--- config.mk ---
export PLATFORM = sky130hd
export DESIGN_NAME = cht_hash
export DESIGN_NICKNAME = d
export VERILOG_FILES = /design/src/sv/cht_pkg.sv /design/src/sv/cht_hash.sv
export SDC_FILE = /design/constraint.sdc
export NUM_CORES = 2
export LEC_CHECK = 0
export BUFFER_PORTS_ARGS = -buffer_cell sky130_fd_sc_hd__buf_2
export CAP_MARGIN = 30
export CORE_AREA = 2 2 279 226
export CTS_CLUSTER_SIZE = 24
export DETAILED_ROUTE_END_ITERATION = 8
export DIE_AREA = 0 0 281 228
export GPL_TIMING_DRIVEN = 1
export PLACE_DENSITY_LB_ADDON = 0.1
export SLEW_MARGIN = 20
export SYNTH_ARGS = -nofsm -noshare
export SYNTH_HDL_FRONTEND = slang
export SYNTH_SLANG_ARGS = --single-unit
export TNS_END_PERCENT = 20
--- constraint.sdc ---
create_clock -name clk -period 12.7 [get_ports clk]
set_input_delay 0.635 -clock clk [delete_from_list [all_inputs] [get_ports clk]]
set_output_delay 0.635 -clock clk [all_outputs]
set_load 0.02 [all_outputs]
--- src/sv/cht_pkg.sv ---
// Shared types and constants for the chained hash table engine.
// No dependencies.
package cht_pkg;

  localparam logic [63:0] MUL_M   = 64'hc6a4a7935bd1e995;
  localparam int          SHIFT_R = 47;
  localparam logic [63:0] SEED    = 64'h8445d61a4e774912;
  // initial hash state for an 8-byte key: seed ^ (len * m)
  localparam logic [63:0] HASH_INIT = SEED ^ (MUL_M << 3);

  localparam int SLOT_W = 10;

  typedef enum logic [1:0] {
    REQ_INSERT = 2'd0,
    REQ_LOOKUP = 2'd1,
    REQ_REMOVE = 2'd2,
    REQ_UNUSED = 2'd3
  } req_t;

  typedef enum logic [1:0] {
    ST_OK      = 2'd0,
    ST_MISSING = 2'd1,
    ST_FULL    = 2'd2,
    ST_RSVD    = 2'd3
  } status_t;

  typedef enum logic [3:0] {
    S_CLEAR,
    S_IDLE,
    S_HASH,
    S_LOAD,
    S_INS,
    S_HEAD,
    S_FETCH,
    S_CMP,
    S_UNLINK,
    S_FREE,
    S_RESP
  } state_t;

endpackage

--- src/sv/cht_hash.sv ---
// Iterative MurmurHash64A of one 64-bit key on a shared 32x32 multiplier.
// Depends on cht_pkg. Four 64-bit multiplies.
module cht_hash import cht_pkg::*; #(
  parameter int INDEX_BITS = 10
) (
  input  logic                  clk,
  input  logic                  rst_n,
  input  logic                  start,
  input  logic [63:0]           key,
  output logic                  done,
  output logic [INDEX_BITS-1:0] bucket
);
  logic [63:0] x_r, acc_r, prod_r;
  logic [1:0]  ph_r, mi_r;
  logic        run_r, done_r;
  logic [31:0] op_a, op_b;
  logic [63:0] full;

  always_comb begin
    op_a = (ph_r == 2'd1) ? x_r[63:32] : x_r[31:0];
    op_b = (ph_r == 2'd2) ? MUL_M[63:32] : MUL_M[31:0];
    full = acc_r + {prod_r[31:0], 32'd0};
  end

  always_ff @(posedge clk) begin
    if (!rst_n) begin
      run_r  <= 1'b0;
      done_r <= 1'b0;
      ph_r   <= '0;
      mi_r   <= '0;
    end else begin
      done_r <= 1'b0;
      if (start) begin
        run_r <= 1'b1;
        ph_r  <= '0;
        mi_r  <= '0;
        x_r   <= key;
      end else if (run_r) begin
        prod_r <= op_a * op_b;
        ph_r   <= ph_r + 2'd1;
        unique case (ph_r)
          2'd0: ;
          2'd1: acc_r <= prod_r;
          2'd2: acc_r <= full;
          2'd3: begin
            // second multiply folds into the hash state, the rest xorshift
            if (mi_r == 2'd1) begin
              x_r <= full ^ HASH_INIT;
            end else begin
              x_r <= full ^ (full >> SHIFT_R);
            end
            mi_r <= mi_r + 2'd1;
            if (mi_r == 2'd3) begin
              run_r  <= 1'b0;
              done_r <= 1'b1;
            end
          end
          default: ;
        endcase
      end
    end
  end

  assign done   = done_r;
  assign bucket = x_r[INDEX_BITS-1:0];
endmodule

Word level (Yosys, flattened, before mapping):

Index checks and enable logic that the tools add are counted.

* bits in registers: 198
* output and inout port bits: 11
* logic and storage cells: 43

* add/sub/neg operators: 3
* $mul: 1
* equality and inequality tests: 5
* multiplexer cells: 12
* bitwise gates (word level): 6
* reductions and logical operators: 9

Operators with widths (number)
* 64-bit 2-to-1 mux: 4
* 64-bit one-hot mux with 2 select lines: 1
* 64-bit adder: 1
* 32-bit by 32-bit multiplier with 64-bit output: 1
* 32-bit 2-to-1 mux: 2
* 64-bit by 17-bit bitwise XOR with 64-bit output: 1
* 26-bit NOT: 1
* 2-bit == test, second input constant: 3
* 3-bit AND reduction: 2
* 2-bit nonzero test: 3
* 1-bit 2-to-1 mux: 5
* 2-bit by 1-bit adder with 2-bit output, second input constant: 2
* 2-bit by 1-bit == test with 1-bit output, second input constant: 2
* 1-bit NOT: 4
* 4-bit AND reduction: 1
* 4-bit OR reduction: 1
* 2-bit AND reduction: 1
* 2-bit OR reduction: 1

Depth between registers and ports, before layout:

* depth in word-level cells: 6
* mapped depth: 34
* mapped depth without buffers: 32

Worst setup path before layout:

No wires, ideal clock.

* kind: reg2reg
* start: register ph_r[0]
* end: register prod_r[63] (data pin)
* setup time: 257 ps
* arrival time: 8569 ps
* required time: 12443 ps
* slack: 3874 ps
* stages on the path, launching flop included: 31
* clock period less this slack: 8826 ps
* path through: dfxtp_1 > ha_1 > clkbuf_1 > buf_2 > buf_1 > mux2i_1 > inv_1 > nand2_1 > inv_1 > fa_1 > inv_1 > fa_1 > fa_1 > fa_1 > inv_1 > fa_1 > fa_1 > fa_1 > inv_1 > fa_1 > inv_1 > ha_1 > clkbuf_1 > nand2_1 > nor4_1 > nand4_1 > or2_2 > o221ai_2 > a311oi_2 > nor2_1 > o2bb2ai_1

* longest elaborated chain between the ends: 3
* elaborated cells on any way between the ends: 5
* those cells by class: mul: 1; eq/ne: 2; mux: 2

Ends and longest elaborated chain
* from (decl): RTL line cht_hash.sv:14 `logic [1:0] ph_r, mi_r;`
* from (signal assigned): RTL line cht_hash.sv:40 `ph_r <= ph_r + 2'd1;`
* 2-bit by 1-bit == test with 1-bit output / 2-bit == test (equally long branches): RTL line cht_hash.sv:20, cht_hash.sv:21
* 32-bit 2-to-1 mux, on equally long branches: RTL line cht_hash.sv:20, cht_hash.sv:21
* 32-bit by 32-bit multiplier with 64-bit output (*): RTL line cht_hash.sv:39 `prod_r <= op_a * op_b;`
* to (signal assigned): RTL line cht_hash.sv:39
* to (decl): RTL line cht_hash.sv:13 `logic [63:0] x_r, acc_r, prod_r;`

Mark *: on every way between the ends. The rest lies on a longest branch, timed or not.
A chain may end at the register's enable or synchronous reset.

Worst setup path in the final report:

* start: register ph_r[1]
* end: register prod_r[57] (data pin)

The elaborated chain is that of the path after synthesis.

==> metrics.txt <==
# TYPE chip_impl_metric gauge
chip_impl_info{name="outcome",value="finished clean"} 1
chip_impl_metric{name="layout_worst_path_cycle_share",unit=""} 0.814
chip_impl_info{name="final_common_cell",value="inv_1"} 1
chip_impl_metric{name="required",unit="ns"} 12.89
chip_impl_metric{name="postCtsSetupRepairBufs",unit=""} 0
chip_impl_info{name="synthFlopType",value="edfxtp_1"} 1
chip_impl_metric{name="yosys_register_bits",unit=""} 198
chip_impl_metric{name="timing.setup.tns",unit="ns"} 0
chip_impl_metric{name="post-route-min-period",unit="ns"} 10.33
chip_impl_metric{name="slew_headroom",unit=""} 0.335
chip_impl_metric{name="setup_viol",unit=""} 0
chip_impl_info{name="cts_tree",value="yes"} 1
chip_impl_metric{name="gr-usage-all-layers",unit=""} 0.329
chip_impl_metric{name="synth-edff-count",unit=""} 192
chip_impl_metric{name="cts_buffer_depth",unit=""} 2
chip_impl_metric{name="number_of_placement_rows",unit=""} 82
chip_impl_metric{name="port-buffer-count",unit=""} 77
chip_impl_metric{name="firstDrtPassIters",unit=""} 5
chip_impl_metric{name="grt_antenna_before_repair",unit=""} 1
chip_impl_info{name="clk_root_buffer_cell",value="clkbuf_16"} 1
chip_impl_metric{name="clkSinkCount",unit=""} 198
chip_impl_metric{name="core_area",unit="um2"} 61700
chip_impl_metric{name="grt_start_max_net_pins",unit=""} 65
chip_impl_metric{name="worstMarginPinSlew",unit="ns"} 0.970
chip_impl_metric{name="wire_length_reported_by_the_detailed_router",unit="um"} 102000
chip_impl_metric{name="cp.arrival",unit="ns"} 10.52
chip_impl_metric{name="grt_first_pass_wirelength",unit="um"} 155000
chip_impl_metric{name="die_width",unit="um"} 281
chip_impl_info{name="unrepaired_setup_endpoints_after_global_routing",value="no"} 1
chip_impl_metric{name="vias_per_cell",unit=""} 5.66
chip_impl_metric{name="ys_seq_area_frac",unit=""} 0.170
chip_impl_metric{name="drive_above_1_share",unit=""} 0.0712
chip_impl_metric{name="globalRoute.totalOverflow",unit=""} 0
chip_impl_metric{name="antennaDiodeCount",unit=""} 0
chip_impl_info{name="timing.setup.critical_path_class",value="flip-flop to flip-flop"} 1
chip_impl_metric{name="drt-wirelength-per-cell",unit="um"} 24.4
chip_impl_metric{name="clk_transition_reported_paths",unit="ns"} 0.08
chip_impl_metric{name="route.antenna.remaining_nets",unit=""} 0
chip_impl_metric{name="fmax",unit="MHz"} 96.8
chip_impl_metric{name="finish.net_count",unit=""} 4453
chip_impl_metric{name="detailroute.via_count",unit=""} 23683
chip_impl_info{name="mostFrequentLayoutCells",value="inv_1, fa_1, ha_1"} 1
chip_impl_metric{name="cells_resized_by_post_cts_repair",unit=""} 0
chip_impl_metric{name="cts_made_buffers",unit=""} 17
chip_impl_info{name="crit_path_end_kind",value="flip-flop"} 1
chip_impl_metric{name="detailedPlacementHpwl",unit="um"} 88800
chip_impl_metric{name="grt_pass1_vias",unit=""} 24786
chip_impl_metric{name="area_added_between_synthesis_and_finish",unit="%"} 5.38
chip_impl_info{name="cp-start-kind",value="flip-flop"} 1
chip_impl_metric{name="drt_drc_violations_left",unit=""} 0
chip_impl_metric{name="fin_skew",unit="ns"} 0.0136
chip_impl_metric{name="drt_iter0_drc",unit=""} 2267
chip_impl_metric{name="cts_hold_repair.buffers",unit=""} 0
chip_impl_metric{name="design.portCount",unit=""} 78
chip_impl_metric{name="report.final.hold_viol_count",unit=""} 0
chip_impl_metric{name="netlist_instances",unit=""} 3296
chip_impl_metric{name="cp_max_fo",unit=""} 21
chip_impl_metric{name="synthesized_area_per_cell",unit="um2"} 10.5
chip_impl_metric{name="die_h",unit="um"} 228
chip_impl_metric{name="yosysUniqueCellTypes",unit=""} 83
chip_impl_metric{name="post_synth_instance_area",unit="um2"} 34500
chip_impl_metric{name="initial_utilization",unit=""} 0.560
chip_impl_info{name="type_of_the_most_critical_hold_path",value="primary input to flip-flop"} 1
chip_impl_metric{name="ys_async_sr_fraction",unit=""} 0
chip_impl_metric{name="htree_num_levels",unit=""} 4
chip_impl_metric{name="dieArea",unit="um2"} 64100
chip_impl_metric{name="finalWeightedCongestion",unit=""} 1.01
chip_impl_metric{name="yosys_warning_count",unit=""} 0
chip_impl_metric{name="max_cap_violations",unit=""} 0
chip_impl_metric{name="drv_slew",unit=""} 0
chip_impl_metric{name="clock_insertion_delay_worst_skew",unit="ns"} 0.46
-- area by class of cell --
class	count	area [um2]
clock buffer	17	425
sequential	198	5890
fill	5305	25300
timing repair buffer	101	568
multi-input combinational	2188	25200
clock inverter	15	180
tap	840	1050
inverter	822	3090
-- worst max-delay path: stages, from the launching register on --
cell	delay, ns
dfxtp_1	0.39
inv_1	0.09
ha_2	0.68
buf_4	0.39
mux2i_1	0.75
inv_1	0.49
and2_1	0.49
fa_1	0.60
inv_1	0.05
fa_1	0.52
fa_1	0.48
fa_1	0.55
inv_1	0.06
fa_1	0.46
fa_1	0.45
fa_1	0.54
fa_1	0.43
ha_1	0.42
a21o_1	0.24
a21oi_2	0.27
a31oi_1	0.20
nor3_1	0.41
a21oi_4	0.14
a21oi_2	0.27
o21bai_1	0.19
a21oi_1	0.31
a311oi_1	0.15
-- flip-flops by register name, summed over array words and instances, names as in the netlist --
name and cells:
acc_r 64, prod_r 64, x_r 64, mi_r 2
ph_r 2, done 1, run_r 1
-- path summary, 6_finish.rpt --
check / startpoint / endpoint / slack [ns] / depth (start not counted)
max: ph_r[1] / prod_r[57] / 2.37 / 26
min: rst_n / run_r / 0.45 / 2
max reg2reg: ph_r[1] / prod_r[57] / 2.37 / 26
min reg2reg: prod_r[48] / acc_r[48] / 0.55 / 1
-- kinds of logic (layout without fill, tap and decap cells) --
logic type | after synthesis | count (layout) | synth area share
compound gates | 436 | 436 | 0.0814
xor+xnor | 140 | 140 | 0.0355
fa+ha+maj | 1058 | 1058 | 0.519
buf+inv | 912 | 955 | 0.102
flops | 198 | 198 | 0.170
mux | 83 | 83 | 0.0259
other cells | 2 | 4 | 0.000218
simple gates | 467 | 467 | 0.0654
-- layer usage --
| layer | GRT usage | vias to the layer above | part of all wire |
|---|---|---|---|
| met3 | 0.0488 | 135 | 0.077 |
| met4 | 0.0859 | 0 | 0.029 |
| met5 | 0 | - | 0 |
| met2 | 0.498 | 949 | 0.45 |
| li1 | - | 10499 | - |
| met1 | 0.498 | 12100 | 0.44 |
-- Yosys cell counts (all sizes together), types with 11 or more instances --
| cell type | instances | share of area |
|---|---|---|
| clkbuf | 60 | 0.0068 |
| o21ai | 97 | 0.014 |
| a21oi | 145 | 0.022 |
| mux2i | 33 | 0.0096 |
| nand3 | 23 | 0.0033 |
| mux2 | 50 | 0.016 |
| xnor2 | 92 | 0.023 |
| o211ai | 11 | 0.0024 |
| o21bai | 21 | 0.0046 |
| nand2 | 139 | 0.015 |
| buf | 29 | 0.0051 |
| nor2b | 43 | 0.0078 |
| inv | 821 | 0.089 |
| nor2 | 122 | 0.013 |
| or2 | 19 | 0.0034 |
| xor2 | 48 | 0.012 |
| nand2b | 17 | 0.0031 |
| ha | 432 | 0.16 |
| and2 | 25 | 0.0046 |
| nor3 | 19 | 0.0031 |
| a21o | 85 | 0.019 |
| fa | 626 | 0.36 |
| edfxtp | 192 | 0.17 |
| nand4 | 25 | 0.0045 |
-- through the flow --
stage	hold WS, ns	std cells	utilization	setup slack, ns	area [um2]
after CTS	0.427	4180	0.590	2.29	36400
final	0.445	4181	0.590	2.37	36400
after floorplan	0.500	3298	-	3.87	34500
after global routing	0.444	4181	0.590	1.89	36400
after global placement	0.510	4144	0.580	2.15	35700
after detailed placement	0.538	4148	0.580	2.33	35800
Power is left out: the tool's default activity adds up to more than one toggle a clock period on the data nets, which glitch-free logic cannot reach.
