$ cat config.mk
export PLATFORM = sky130hd
export DESIGN_NAME = cht_ram
export DESIGN_NICKNAME = d
export VERILOG_FILES = /design/src/sv/cht_ram.sv
export SDC_FILE = /design/constraint.sdc
export NUM_CORES = 1
export LEC_CHECK = 0
export BUFFER_PORTS_ARGS = -buffer_cell sky130_fd_sc_hd__buf_4
export CAP_MARGIN = 20
export CORE_ASPECT_RATIO = 1.4
export CORE_MARGIN = 3
export CORE_UTILIZATION = 54
export DETAILED_ROUTE_END_ITERATION = 16
export PLACE_DENSITY_LB_ADDON = 0.1
export SYNTH_ARGS = -nofsm -noshare
export SYNTH_HDL_FRONTEND = slang
export SYNTH_SLANG_ARGS = --single-unit
$ cat constraint.sdc
create_clock -name clk -period 1.7 [get_ports clk]
set_clock_uncertainty 0.05 [all_clocks]
set_input_delay 0.17 -clock clk [delete_from_list [all_inputs] [get_ports clk]]
set_output_delay 0.17 -clock clk [all_outputs]
set_load 0.01 [all_outputs]
$ cat src/sv/cht_ram.sv
// Generic single-write, single-read RAM with registered read data.
// No dependencies.
module cht_ram #(
  parameter int WIDTH = 8,
  parameter int DEPTH = 16
) (
  input  logic                     clk,
  input  logic                     we,
  input  logic [$clog2(DEPTH)-1:0] waddr,
  input  logic [WIDTH-1:0]         wdata,
  input  logic [$clog2(DEPTH)-1:0] raddr,
  output logic [WIDTH-1:0]         rdata
);
  logic [WIDTH-1:0] mem [DEPTH];

  always_ff @(posedge clk) begin
    if (we) begin
      mem[waddr] <= wdata;
    end
    rdata <= mem[raddr];
  end
endmodule

Word level (Yosys, flattened, before mapping):

Memories as Yosys holds them, arrays and structs flattened. A register that Yosys moved wholly into a read port is not among the register bits.
Index checks and enable logic that the tools add are counted.

* flip-flop bits (word level): 0
* output and inout bits: 8
* memories kept: 1
* bits of input ports: 18
* RAM bits: 128

Memory list
* mem: words 16, width 8, read ports 1, clocked after Yosys merged registers in 1, write ports 1, line 14 `logic [WIDTH-1:0] mem [DEPTH];`

* mux-type cells: 2

Operators with widths (count)
* $mux 1: 2

Depth between registers and ports, before layout:

Gate-level depths: netlist of the first run.

* depth after elaboration: 2
* depth in mapped cells: 5

Worst setup path after synthesis of the first run:

Ideal clock, no wire load.

* path type: input to register
* start point: input port waddr[2]
* end point: memory mem[0][0], enable pin
* data required time: 1.267 ns
* stages on the path: 2
* setup time: 0.383 ns
* setup slack: -0.013 ns
* data arrival time: 1.280 ns
* path buffers: 0
* path through: or3b_2 nor3_1

RTL lines
* start: declaration: line 9 `input logic [$clog2(DEPTH)-1:0] waddr,`
* end: declaration: line 14

No word-level cell before the write port.

==> results of run 1 <==
-- through the flow --
stage | area [um2] | cells | power, mW | hold slack (ps)
after floorplan | 5150 | 229 | 4.04 | 219
after global placement | 5620 | 377 | 4.23 | 430
after detailed placement | 5620 | 377 | 4.24 | 437
after CTS | 6280 | 409 | 8.21 | 12.3
after global routing | 6280 | 409 | 8.39 | 25.2
final | 6280 | 409 | 8.15 | 21.3
-- state kept, by name, indices dropped and copies added (netlist names) --
register,cells
mem,128
rdata,8
-- layout by cell type (no fill, tap or decap), types with 3 or more instances in the layout --
cell / Yosys / layout
nand2_1: 9 / 9
clkinv_1: 0 / 3
nor2_1: 13 / 13
bufinv_16: 0 / 6
clkinv_2: 0 / 3
dfxtp_1: 8 / 8
mux4_2: 18 / 18
mux4_1: 14 / 14
edfxtp_1: 128 / 128
buf_4: 1 / 48
nor3_1: 4 / 3
a22oi_1: 16 / 16
clkbuf_16: 0 / 17
buf_12: 0 / 3
-- cell type report --
class	count	area (um2)
fill	577	2850
tap	107	134
clock buffer	17	425
clock inverter	15	231
timing repair buffer	51	420
sequential	136	4000
multi-input combinational	83	1060
-- power by group through the flow --
stage | Sequential, mW | Clock (mW) | Combinational [mW]
4_1_cts | 3.78 | 4.04 | 0.399
3_5_place_dp | 3.84 | 0 | 0.394
6_report | 3.77 | 3.99 | 0.392
2_1_floorplan | 3.84 | 0 | 0.191
3_3_place_gp | 3.84 | 0 | 0.389
5_1_grt | 3.78 | 4.18 | 0.426
-- routing by layer --
| metal | routed length [um] | global-route usage | vias up |
|---|---|---|---|
| met2 | 5130 | 0.328 | 85 |
| met3 | 555 | 0.0537 | 24 |
| met1 | 3990 | 0.273 | 1294 |
| met4 | 273 | 0.101 | 0 |
| met5 | 0 | 0 | - |
| li1 | - | - | 1095 |
-- worst min path at each step --
stage                        start         to  slack, ps  cells after the start
after floorplan           wdata[0]  mem[0][0]        220                      0
after global placement    wdata[2]  mem[5][2]        430                      1
after detailed placement  wdata[6]  mem[4][6]        440                      1
after CTS                 wdata[6]  mem[5][6]         10                      1
after global routing      wdata[0]  mem[7][0]         30                      1
final                     wdata[6]  mem[5][6]         20                      1
-- cells by family (layout without fill, tap and decap cells) --
family                 count (synthesis)  count (layout)  synth area share
multiplexers                          32              32             0.150
flip-flops                           136             136             0.778
buffers and inverters                 10              83            0.0168
AND/OR/NAND/NOR                       35              35            0.0318
AO/OA/AOI/OAI                         16              16            0.0233
==> results by group, run 1 <==
Critical path
  – Crit path launch: mem[1][5]
  – Critical R2R Launch: mem[1][5]
  – Worst setup endpoint: rdata[5]
  – CP delay by family, top: multiplexers
  – CP Data Required Time: 1940 ps
  – Worst setup EP type: register
  – Reg-to-Reg End: rdata[5]
  – WP depth: 3
  – Startpoint Class: register
  – Reg2reg setup slack: 240 ps
  – Reg2Reg Depth: 3
  – Crit-path max FO: 1
  – Crit path largest cell delay: 570 ps
  – Critical Path AT: 1690 ps
  – Kind of critical path: register to register
  – Critical path buffer and inverter count: 0
  – Slowest CP cell: mux4_1
  – Critical Path, Cell by Cell: mux4_1 > a22oi_1 > nand2_1

STA
  – Crit share post-route: 0.857
  – Setup ws final: 243 ps
  – Final-report hold violation count: 0
  – Final Slew Violations: 0
  – Setup Total Neg Slack: 0 ps
  – Fmax: 0.687 GHz
  – Worst-Margin Slew: 440 ps
  – Worst slew margin: 0.707
  – Post-route minimum period: 1460 ps
  – Setup violators final: 0
  – Unrepaired setup endpoints after global routing: false

Yosys
  – Top_reg_cell synth: edfxtp_1
  – Number of synthesized flops with an enable pin: 128
  – Yosys cell types: 19
  – Synth area leader: edfxtp_1
  – Mapped Area: 5150 um2
  – Synth top cells by count: 128 x edfxtp_1, 18 x mux4_2, 16 x a22oi_1
  – Flip-flop and latch count after synthesis: 136
  – Ys Warns: 0
  – Top cell type's share of synthesized area: 0.747
  – Largest cells by area after synthesis: edfxtp_1 75%, mux4_2 7.9%, mux4_1 7.1%
  – Async SR Flop Fraction: 0
  – Most instantiated library cell after synthesis: edfxtp_1
  – Avg Inst Size Synth: 22.5 um2
  – Post-Syn Instances: 229
  – Syn Nets: 247
  – Post-synthesis sequential area ratio: 0.778

Final layout
  – Fin util: 0.687
  – Layout cells sized above 1: 0.331
  – Area Overhead vs Synth: 21.9%
  – Nets: 307
  – Ant diodes: 0

Route
  – DR iter-0 viols: 214
  – Vias: 2498
  – Drt via density: 6.11
  – Routed wire length: 9.95 mm
  – Routed wire length per instance: 24.3 um
  – DR pass1 iterations: 4
  – Number of remaining DRC errors: 0
  – Final ANT Viol Nets: 0

Clock network
  – Clock tree sinks: 136
  – Clock-pin slew on the worst setup and hold paths: 50 ps
  – CTS tree: done
  – H-tree depth: 4
  – CTS Buf Count: 17
  – Postcts setup bufs: 0
  – PostCTS Resize Cnt: 0
  – Hold-fix buffers at CTS: 0
  – Clk buf depth: 2
  – Clock root buffer: clkbuf_16
  – Clk_lat worst skew: 410 ps

Power and ir drop
  – Pwr dens: 1300 nW/um2
  – Leak: 2.19 nW
  – Clock power frac: 0.489
  – Flop pwr share: 0.463
  – Largest vdd supply drop: 0.00125 V
  – Int Power: 6.66 mW
  – Sw Share: 0.183
  – Sw power: 1.49 mW
  – Part of the power in combinational logic: 0.048

Global route
  – Remaining global-route overflow: 0
  – Tot GR Track Use: 0.209
  – Wire length of the first global-routing pass: 15.1 mm
  – Number of global-route vias before repair: 2566
  – Initial antenna violation count: 0
  – Largest net degree at the start of global routing: 17

Run status
  – Status: finished clean

Floorplan
  – Initial core utilization: 0.564
  – Num rows: 41
  – Die ar.: 10800 um2
  – Die Span X: 88.5 um
  – Die Span Y: 122 um
  – Core area: 9130 um2
  – Ports: 26

Flow run
  – Number of max-cap violations: 0

Worst hold path
  – HP Class: input pin to register

Placed design
  – Gp weighted congestion: 0.791
  – Pre-CTS setup slack: 130 ps
  – Input/output buffers: 25
  – Final HPWL DP: 6.36 mm
(Power assumes the default switching activity.)
==> inputs of run 2 (changes only) <==
Settings changed: PLACE_DENSITY set to 0.74, PLACE_DENSITY_LB_ADDON 0.1 to unset.
==> run 2 against run 1 <==
Register-to-register slack barely moved. Routed wire length barely moved. Core utilization fell by 0.47 points. Design area fell by 0.68%. Clock power fell by 8.3%. Final cell count rose by 0.49%. Die area did not move.
==> results by group, run 2 (same netlist as run 1, synthesis figures left out) <==
Run status
  – Status: finished clean

Flow run
  – Number of max-cap violations: 0 (unchanged)

Critical path
  – Worst setup EP type: register
  – Reg2Reg Depth: 3 (unchanged)
  – Critical Path, Cell by Cell: mux4_1 > a22oi_1 > nand2_1
  – Reg-to-Reg End: rdata[4]
  – Critical path buffer and inverter count: 0 (unchanged)
  – Slowest CP cell: mux4_1
  – Crit-path max FO: 1 (unchanged)
  – Crit path launch: mem[10][4]
  – CP Data Required Time: 1930 ps (about the same)
  – Startpoint Class: register
  – CP delay by family, top: multiplexers
  – Crit path largest cell delay: 500 ps (-70 ps)
  – Worst setup endpoint: rdata[4]
  – WP depth: 3 (unchanged)
  – Reg2reg setup slack: 230 ps (about the same)
  – Kind of critical path: register to register
  – Critical R2R Launch: mem[10][4]
  – Critical Path AT: 1700 ps (about the same)

Final layout
  – Top Registers: mem: 128 flops, rdata: 8 flops
  – Nets: 310 (+0.98%)
  – Layout cells sized above 1: 0.319 (-0.0120)
  – Max FFs per register: 128 (unchanged)
  – Ant diodes: 0 (unchanged)
  – Commonest cells after routing, fill and taps aside: 128 x edfxtp_1, 50 x buf_4, 18 x mux4_2, 17 x clkbuf_16, 16 x a22oi_1
  – Reg with most FFs: mem
  – Fin area: 6230 um2 (-0.68%)
  – Commonest non-fill, non-tap cell in the layout: edfxtp_1
  – Area Overhead vs Synth: 21.1%

Clock network
  – Clock root buffer: clkbuf_16
  – Hold-fix buffers at CTS: 1 (+1)
  – H-tree depth: 4 (unchanged)
  – PostCTS Resize Cnt: 0 (unchanged)
  – Clock-pin slew on the worst setup and hold paths: 60 ps (about the same)
  – CTS Buf Count: 17 (unchanged)
  – CTS tree: done
  – Clk_lat worst skew: 410 ps (about the same)
  – Clock tree sinks: 136 (unchanged)
  – Clk buf depth: 2 (unchanged)
  – Postcts setup bufs: 0 (unchanged)

Floorplan
  – Initial core utilization: 0.564 (unchanged)
  – Core area: 9130 um2 (unchanged)
  – Die ar.: 10800 um2 (unchanged)
  – Num rows: 41 (unchanged)
  – Die Span Y: 122 um (unchanged)
  – Die Span X: 88.5 um (unchanged)
  – Ports: 26 (unchanged)

Worst hold path
  – HP Class: input pin to register
  – Worst min-delay path startpoint: wdata[5]

Placed design
  – Final HPWL DP: 6.38 mm (+0.30%)
  – Area after DPL: 5640 um2 (+0.27%)
  – Input/output buffers: 25 (unchanged)
  – Gp weighted congestion: 0.794 (+0.39%)

STA
  – Worst-Margin Slew: 432 ps (-8.06 ps)
  – Fmax: 0.681 GHz (-0.81%)
  – Post-route minimum period: 1470 ps (+11.9 ps)
  – Final Slew Violations: 0 (unchanged)
  – Worst slew margin: 0.712 (+0.00537)
  – Hold WS: 23.8 ps (+2.57 ps)
  – Final-report hold violation count: 0 (unchanged)
  – Setup Total Neg Slack: 0 ps (unchanged)
  – Crit share post-route: 0.864 (+0.00699)
  – Setup violators final: 0 (unchanged)
  – Unrepaired setup endpoints after global routing: false

Global route
  – Number of global-route vias before repair: 2613 (+1.8%)
  – Remaining global-route overflow: 0 (unchanged)
  – Wire length of the first global-routing pass: 15.4 mm (+1.9%)
  – Tot GR Track Use: 0.210 (+0.000661)
  – Initial antenna violation count: 0 (unchanged)
  – Largest net degree at the start of global routing: 17 (unchanged)

Route
  – DR pass1 iterations: 4 (unchanged)
  – Final ANT Viol Nets: 0 (unchanged)
  – Routed wire length per instance: 24.2 um (-0.56%)
  – Drt via density: 6.08 (-0.53%)
  – DR iter-0 viols: 179 (-16%)
  – Routed wire length: 9.94 mm (about the same)
  – Number of remaining DRC errors: 0 (unchanged)
  – Vias: 2497 (-0.040%)

Power and ir drop
  – Clock power frac: 0.468 (-0.021)
  – Sw Share: 0.190 (+0.00673)
  – Sw power: 1.49 mW (-0.47%)
  – Leak: 2.17 nW (-0.89%)
  – Pwr dens: 1260 nW/um2 (-3.3%)
  – Part of the power in combinational logic: 0.050 (+0.002)
  – Int Power: 6.34 mW (-4.8%)
  – Largest vdd supply drop: 0.00100 V (-20%)
  – Flop pwr share: 0.482 (+0.019)
run 2: per-layer routing:
metal	global-route usage	vias up	wire length, um
li1	-	1099	-
met1	0.279	1294	3970
met2	0.328	89	5260
met3	0.0632	15	550
met4	0.0822	0	164
met5	0	-	0
run 2: area by class of cell:
cell class                      instances  area [um2]
Tap cell                              107         134
Fill cell                             569        2900
Clock buffer                           18         429
Clock inverter                         13         160
Sequential cell                       136        4000
Multi-Input combinational cell         83        1060
Timing Repair Buffer                   54         445
run 2: power by group through the flow:
| stage | clock network [mW] | logic, mW | registers [mW] |
|---|---|---|---|
| finish | 3.66 | 0.393 | 3.77 |
| global route | 3.83 | 0.424 | 3.78 |
| CTS | 3.71 | 0.397 | 3.78 |
| detailed placement | 0 | 0.392 | 3.84 |
| global placement | 0 | 0.383 | 3.84 |
| floorplan | 0 | 0.191 | 3.84 |
run 2: worst min path at each step:
| stage | end | cells past startpoint |
|---|---|---|
| floorplan | mem[0][0] | 0 |
| global placement | mem[14][5] | 1 |
| detailed placement | mem[4][2] | 1 |
| CTS | mem[13][1] | 1 |
| global route | mem[1][5] | 1 |
| finish | mem[8][5] | 1 |
run 2: per-stage QoR:
step	utilization	setup slack, ps	power, mW	instances
CTS	0.683	236	7.88	411
floorplan	-	214	4.04	229
global route	0.683	146	8.04	411
finish	0.683	231	7.83	411
global placement	0.617	62.4	4.22	379
detailed placement	0.617	73.9	4.24	379
==> inputs of run 3 (changes only) <==
==> constraint.sdc (replaced) <==
create_clock -name clk -period 1.3 [get_ports clk]
set_clock_uncertainty 0.05 [all_clocks]
set_input_delay 0.195 -clock clk [delete_from_list [all_inputs] [get_ports clk]]
set_output_delay 0.195 -clock clk [all_outputs]
set_load 0.01 [all_outputs]
==> run 3 against run 2 <==
The run now ends with setup timing left. Sequential power increased by 31%. Routed wire length decreased by 5.9%. Power increased by 22%. Critical path type unchanged.
==> results by group, run 3 (same netlist as run 1, synthesis figures left out) <==
Run status
  – Status: finished, violations left
  – Failing checks: setup timing

Route
  – Vias: 2482 (-0.60%)
  – Routed wire length: 9.36 mm (-5.9%)
  – DR iter-0 viols: 219 (+22%)
  – Final ANT Viol Nets: 0 (unchanged)
  – Drt via density: 5.91 (-2.7%)
  – Routed wire length per instance: 22.3 um (-7.9%)
  – DR pass1 iterations: 4 (unchanged)
  – Number of remaining DRC errors: 0 (unchanged)

Final layout
  – Top Registers: mem: 128 flops, rdata: 8 flops
  – Commonest non-fill, non-tap cell in the layout: edfxtp_1
  – Nets: 318 (+2.6%)
  – FILL cells: 576 (+1.2%)
  – Commonest cells after routing, fill and taps aside: 128 x edfxtp_1, 59 x buf_4, 31 x mux4_2, 17 x clkbuf_16, 10 x nor2_1
  – Reg with most FFs: mem
  – Max FFs per register: 128 (unchanged)
  – Post-Layout Cell Count: 420 (+2.2%)
  – Ant diodes: 0 (unchanged)
  – Layout cells sized above 1: 0.425 (+0.106)
  – Area Overhead vs Synth: 21.1% (about the same)

Global route
  – Number of global-route vias before repair: 2687 (+2.8%)
  – Wire length of the first global-routing pass: 15.1 mm (-1.9%)
  – Remaining global-route overflow: 0 (unchanged)
  – Tot GR Track Use: 0.204 (-0.00607)
  – Initial antenna violation count: 0 (unchanged)
  – Largest net degree at the start of global routing: 17 (unchanged)

Clock network
  – CTS tree: done
  – H-tree depth: 4 (unchanged)
  – Clk_lat worst skew: 400 ps (about the same)
  – Clock-pin slew on the worst setup and hold paths: 60 ps (about the same)
  – CTS Buf Count: 17 (unchanged)
  – Clk buf depth: 2 (unchanged)
  – Postcts setup bufs: 0 (unchanged)
  – Clock tree sinks: 136 (unchanged)
  – Clock root buffer: clkbuf_16

STA
  – Worst-Margin Slew: 893 ps (+462 ps)
  – Crit share post-route: 1.03 (+0.164)
  – Final-report hold violation count: 0 (unchanged)
  – Post-route minimum period: 1340 ps (-132 ps)
  – Worst slew margin: 0.402 (-0.310)
  – Setup ws final: -36.2 ps (-268 ps)
  – Fmax: 0.748 GHz (+9.9%)
  – Final Slew Violations: 0 (unchanged)
  – Setup violators final: 5 (+5)
  – Unrepaired setup endpoints after global routing: true

Critical path
  – Crit-path max FO: 1 (unchanged)
  – Worst setup EP type: register
  – Critical Path AT: 1570 ps (-130 ps)
  – CP Data Required Time: 1540 ps (-390 ps)
  – Crit path largest cell delay: 500 ps (about the same)
  – Kind of critical path: register to register
  – Critical Path, Cell by Cell: mux4_2 > a22oi_2 > nand2_1
  – Slowest CP cell: mux4_2
  – Startpoint Class: register

Floorplan
  – Die Span X: 88.5 um (unchanged)
  – Initial core utilization: 0.564 (unchanged)
  – Num rows: 41 (unchanged)
  – Ports: 26 (unchanged)
  – Core area: 9130 um2 (unchanged)
  – Die ar.: 10800 um2 (unchanged)
  – Die Span Y: 122 um (unchanged)

Placed design
  – Input/output buffers: 25 (unchanged)
  – Placed insts: 388 (+2.4%)
  – Final HPWL DP: 6.42 mm (+0.61%)
  – Gp weighted congestion: 0.830 (+4.6%)

Power and ir drop
  – Pwr dens: 1530 nW/um2 (+22%)
  – Leak: 2.13 nW (-1.7%)
  – Tot Pwr: 9.54 mW (+22%)
  – Largest vdd supply drop: 0.00118 V (+17%)

Flow run
  – Number of max-cap violations: 0 (unchanged)

Worst hold path
  – HP Class: input pin to register
run 3: cell types whose count changed in the layout (fill, tap and decap cells not counted), moves of 2 or more:
cell       delta
clkbuf_1      +7
a22oi_2       +8
mux4_2       +13
nor2_1        -3
nor3_2        +2
nor2_2        +3
clkinv_2      +3
clkbuf_8      +2
buf_4         +9
bufinv_16     -4
a22oi_1       -8
clkinv_1      -6
nor3_1        -3
mux4_1       -13
run 3: final cells by class:
| type | instances | area [um2] | share of cell area |
|---|---|---|---|
| multi-input combinational | 83 | 1080 | 0.174 |
| clock buffer | 27 | 483 | 0.0775 |
| tap | 107 | 134 | 0.0215 |
| timing repair buffer | 62 | 503 | 0.0807 |
| sequential | 136 | 4000 | 0.642 |
| clock inverter | 5 | 25.0 | 0.00401 |
run 3: report_power, final:
part / switching [mW] / leakage (nW) / total, mW / internal, mW
Clock: 1.54 / 0.253 / 4.05 / 2.52
Combinational: 0.276 / 0.652 / 0.545 / 0.268
Sequential: 0.0306 / 1.22 / 4.94 / 4.91
Total: 1.85 / 2.13 / 9.54 / 7.69
run 3: worst max-delay path: cells and delay by family (launching register included):
kind	cells	cell delay [ps]
mux	1	500
flops	1	370
compound gates	1	210
simple gates	1	80
run 3: final timing paths:
kind / slack [ps] / end / start / depth (start not counted)
max: -40 / rdata[1] / mem[3][1] / 3
min: 40 / mem[9][2] / wdata[2] / 1
max reg2reg: -40 / rdata[1] / mem[3][1] / 3
min reg2reg: 620 / rdata[3] / mem[12][3] / 3
run 3: layer usage:
| metal | GRT usage | up-vias | part of all wire |
|---|---|---|---|
| li1 | - | 1104 | - |
| met1 | 0.249 | 1282 | 0.38 |
| met2 | 0.339 | 75 | 0.55 |
| met3 | 0.0550 | 21 | 0.045 |
| met4 | 0.0870 | 0 | 0.027 |
| met5 | 0 | - | 0 |
run 3: metrics by stage:
stage / utilization / area (um2) / TNS, ps / setup WS [ps] / hold slack [ps]
floorplan: - / 5180 / -450 / -48.0 / 244
finish: 0.683 / 6230 / -116 / -36.2 / 40.0
detailed placement: 0.623 / 5690 / -12110 / -393 / 459
global placement: 0.623 / 5690 / -10250 / -380 / 450
CTS: 0.681 / 6220 / -198 / -54.0 / 32.0
global route: 0.683 / 6230 / -491 / -112 / 50.9
run 3: timing repair:
item                       4_1_cts  5_1_grt
pin swaps                        2        0
cloned                           0        0
setup endpoints to repair        7        8
gates resized for setup          7        3
hold buffers                     0        0
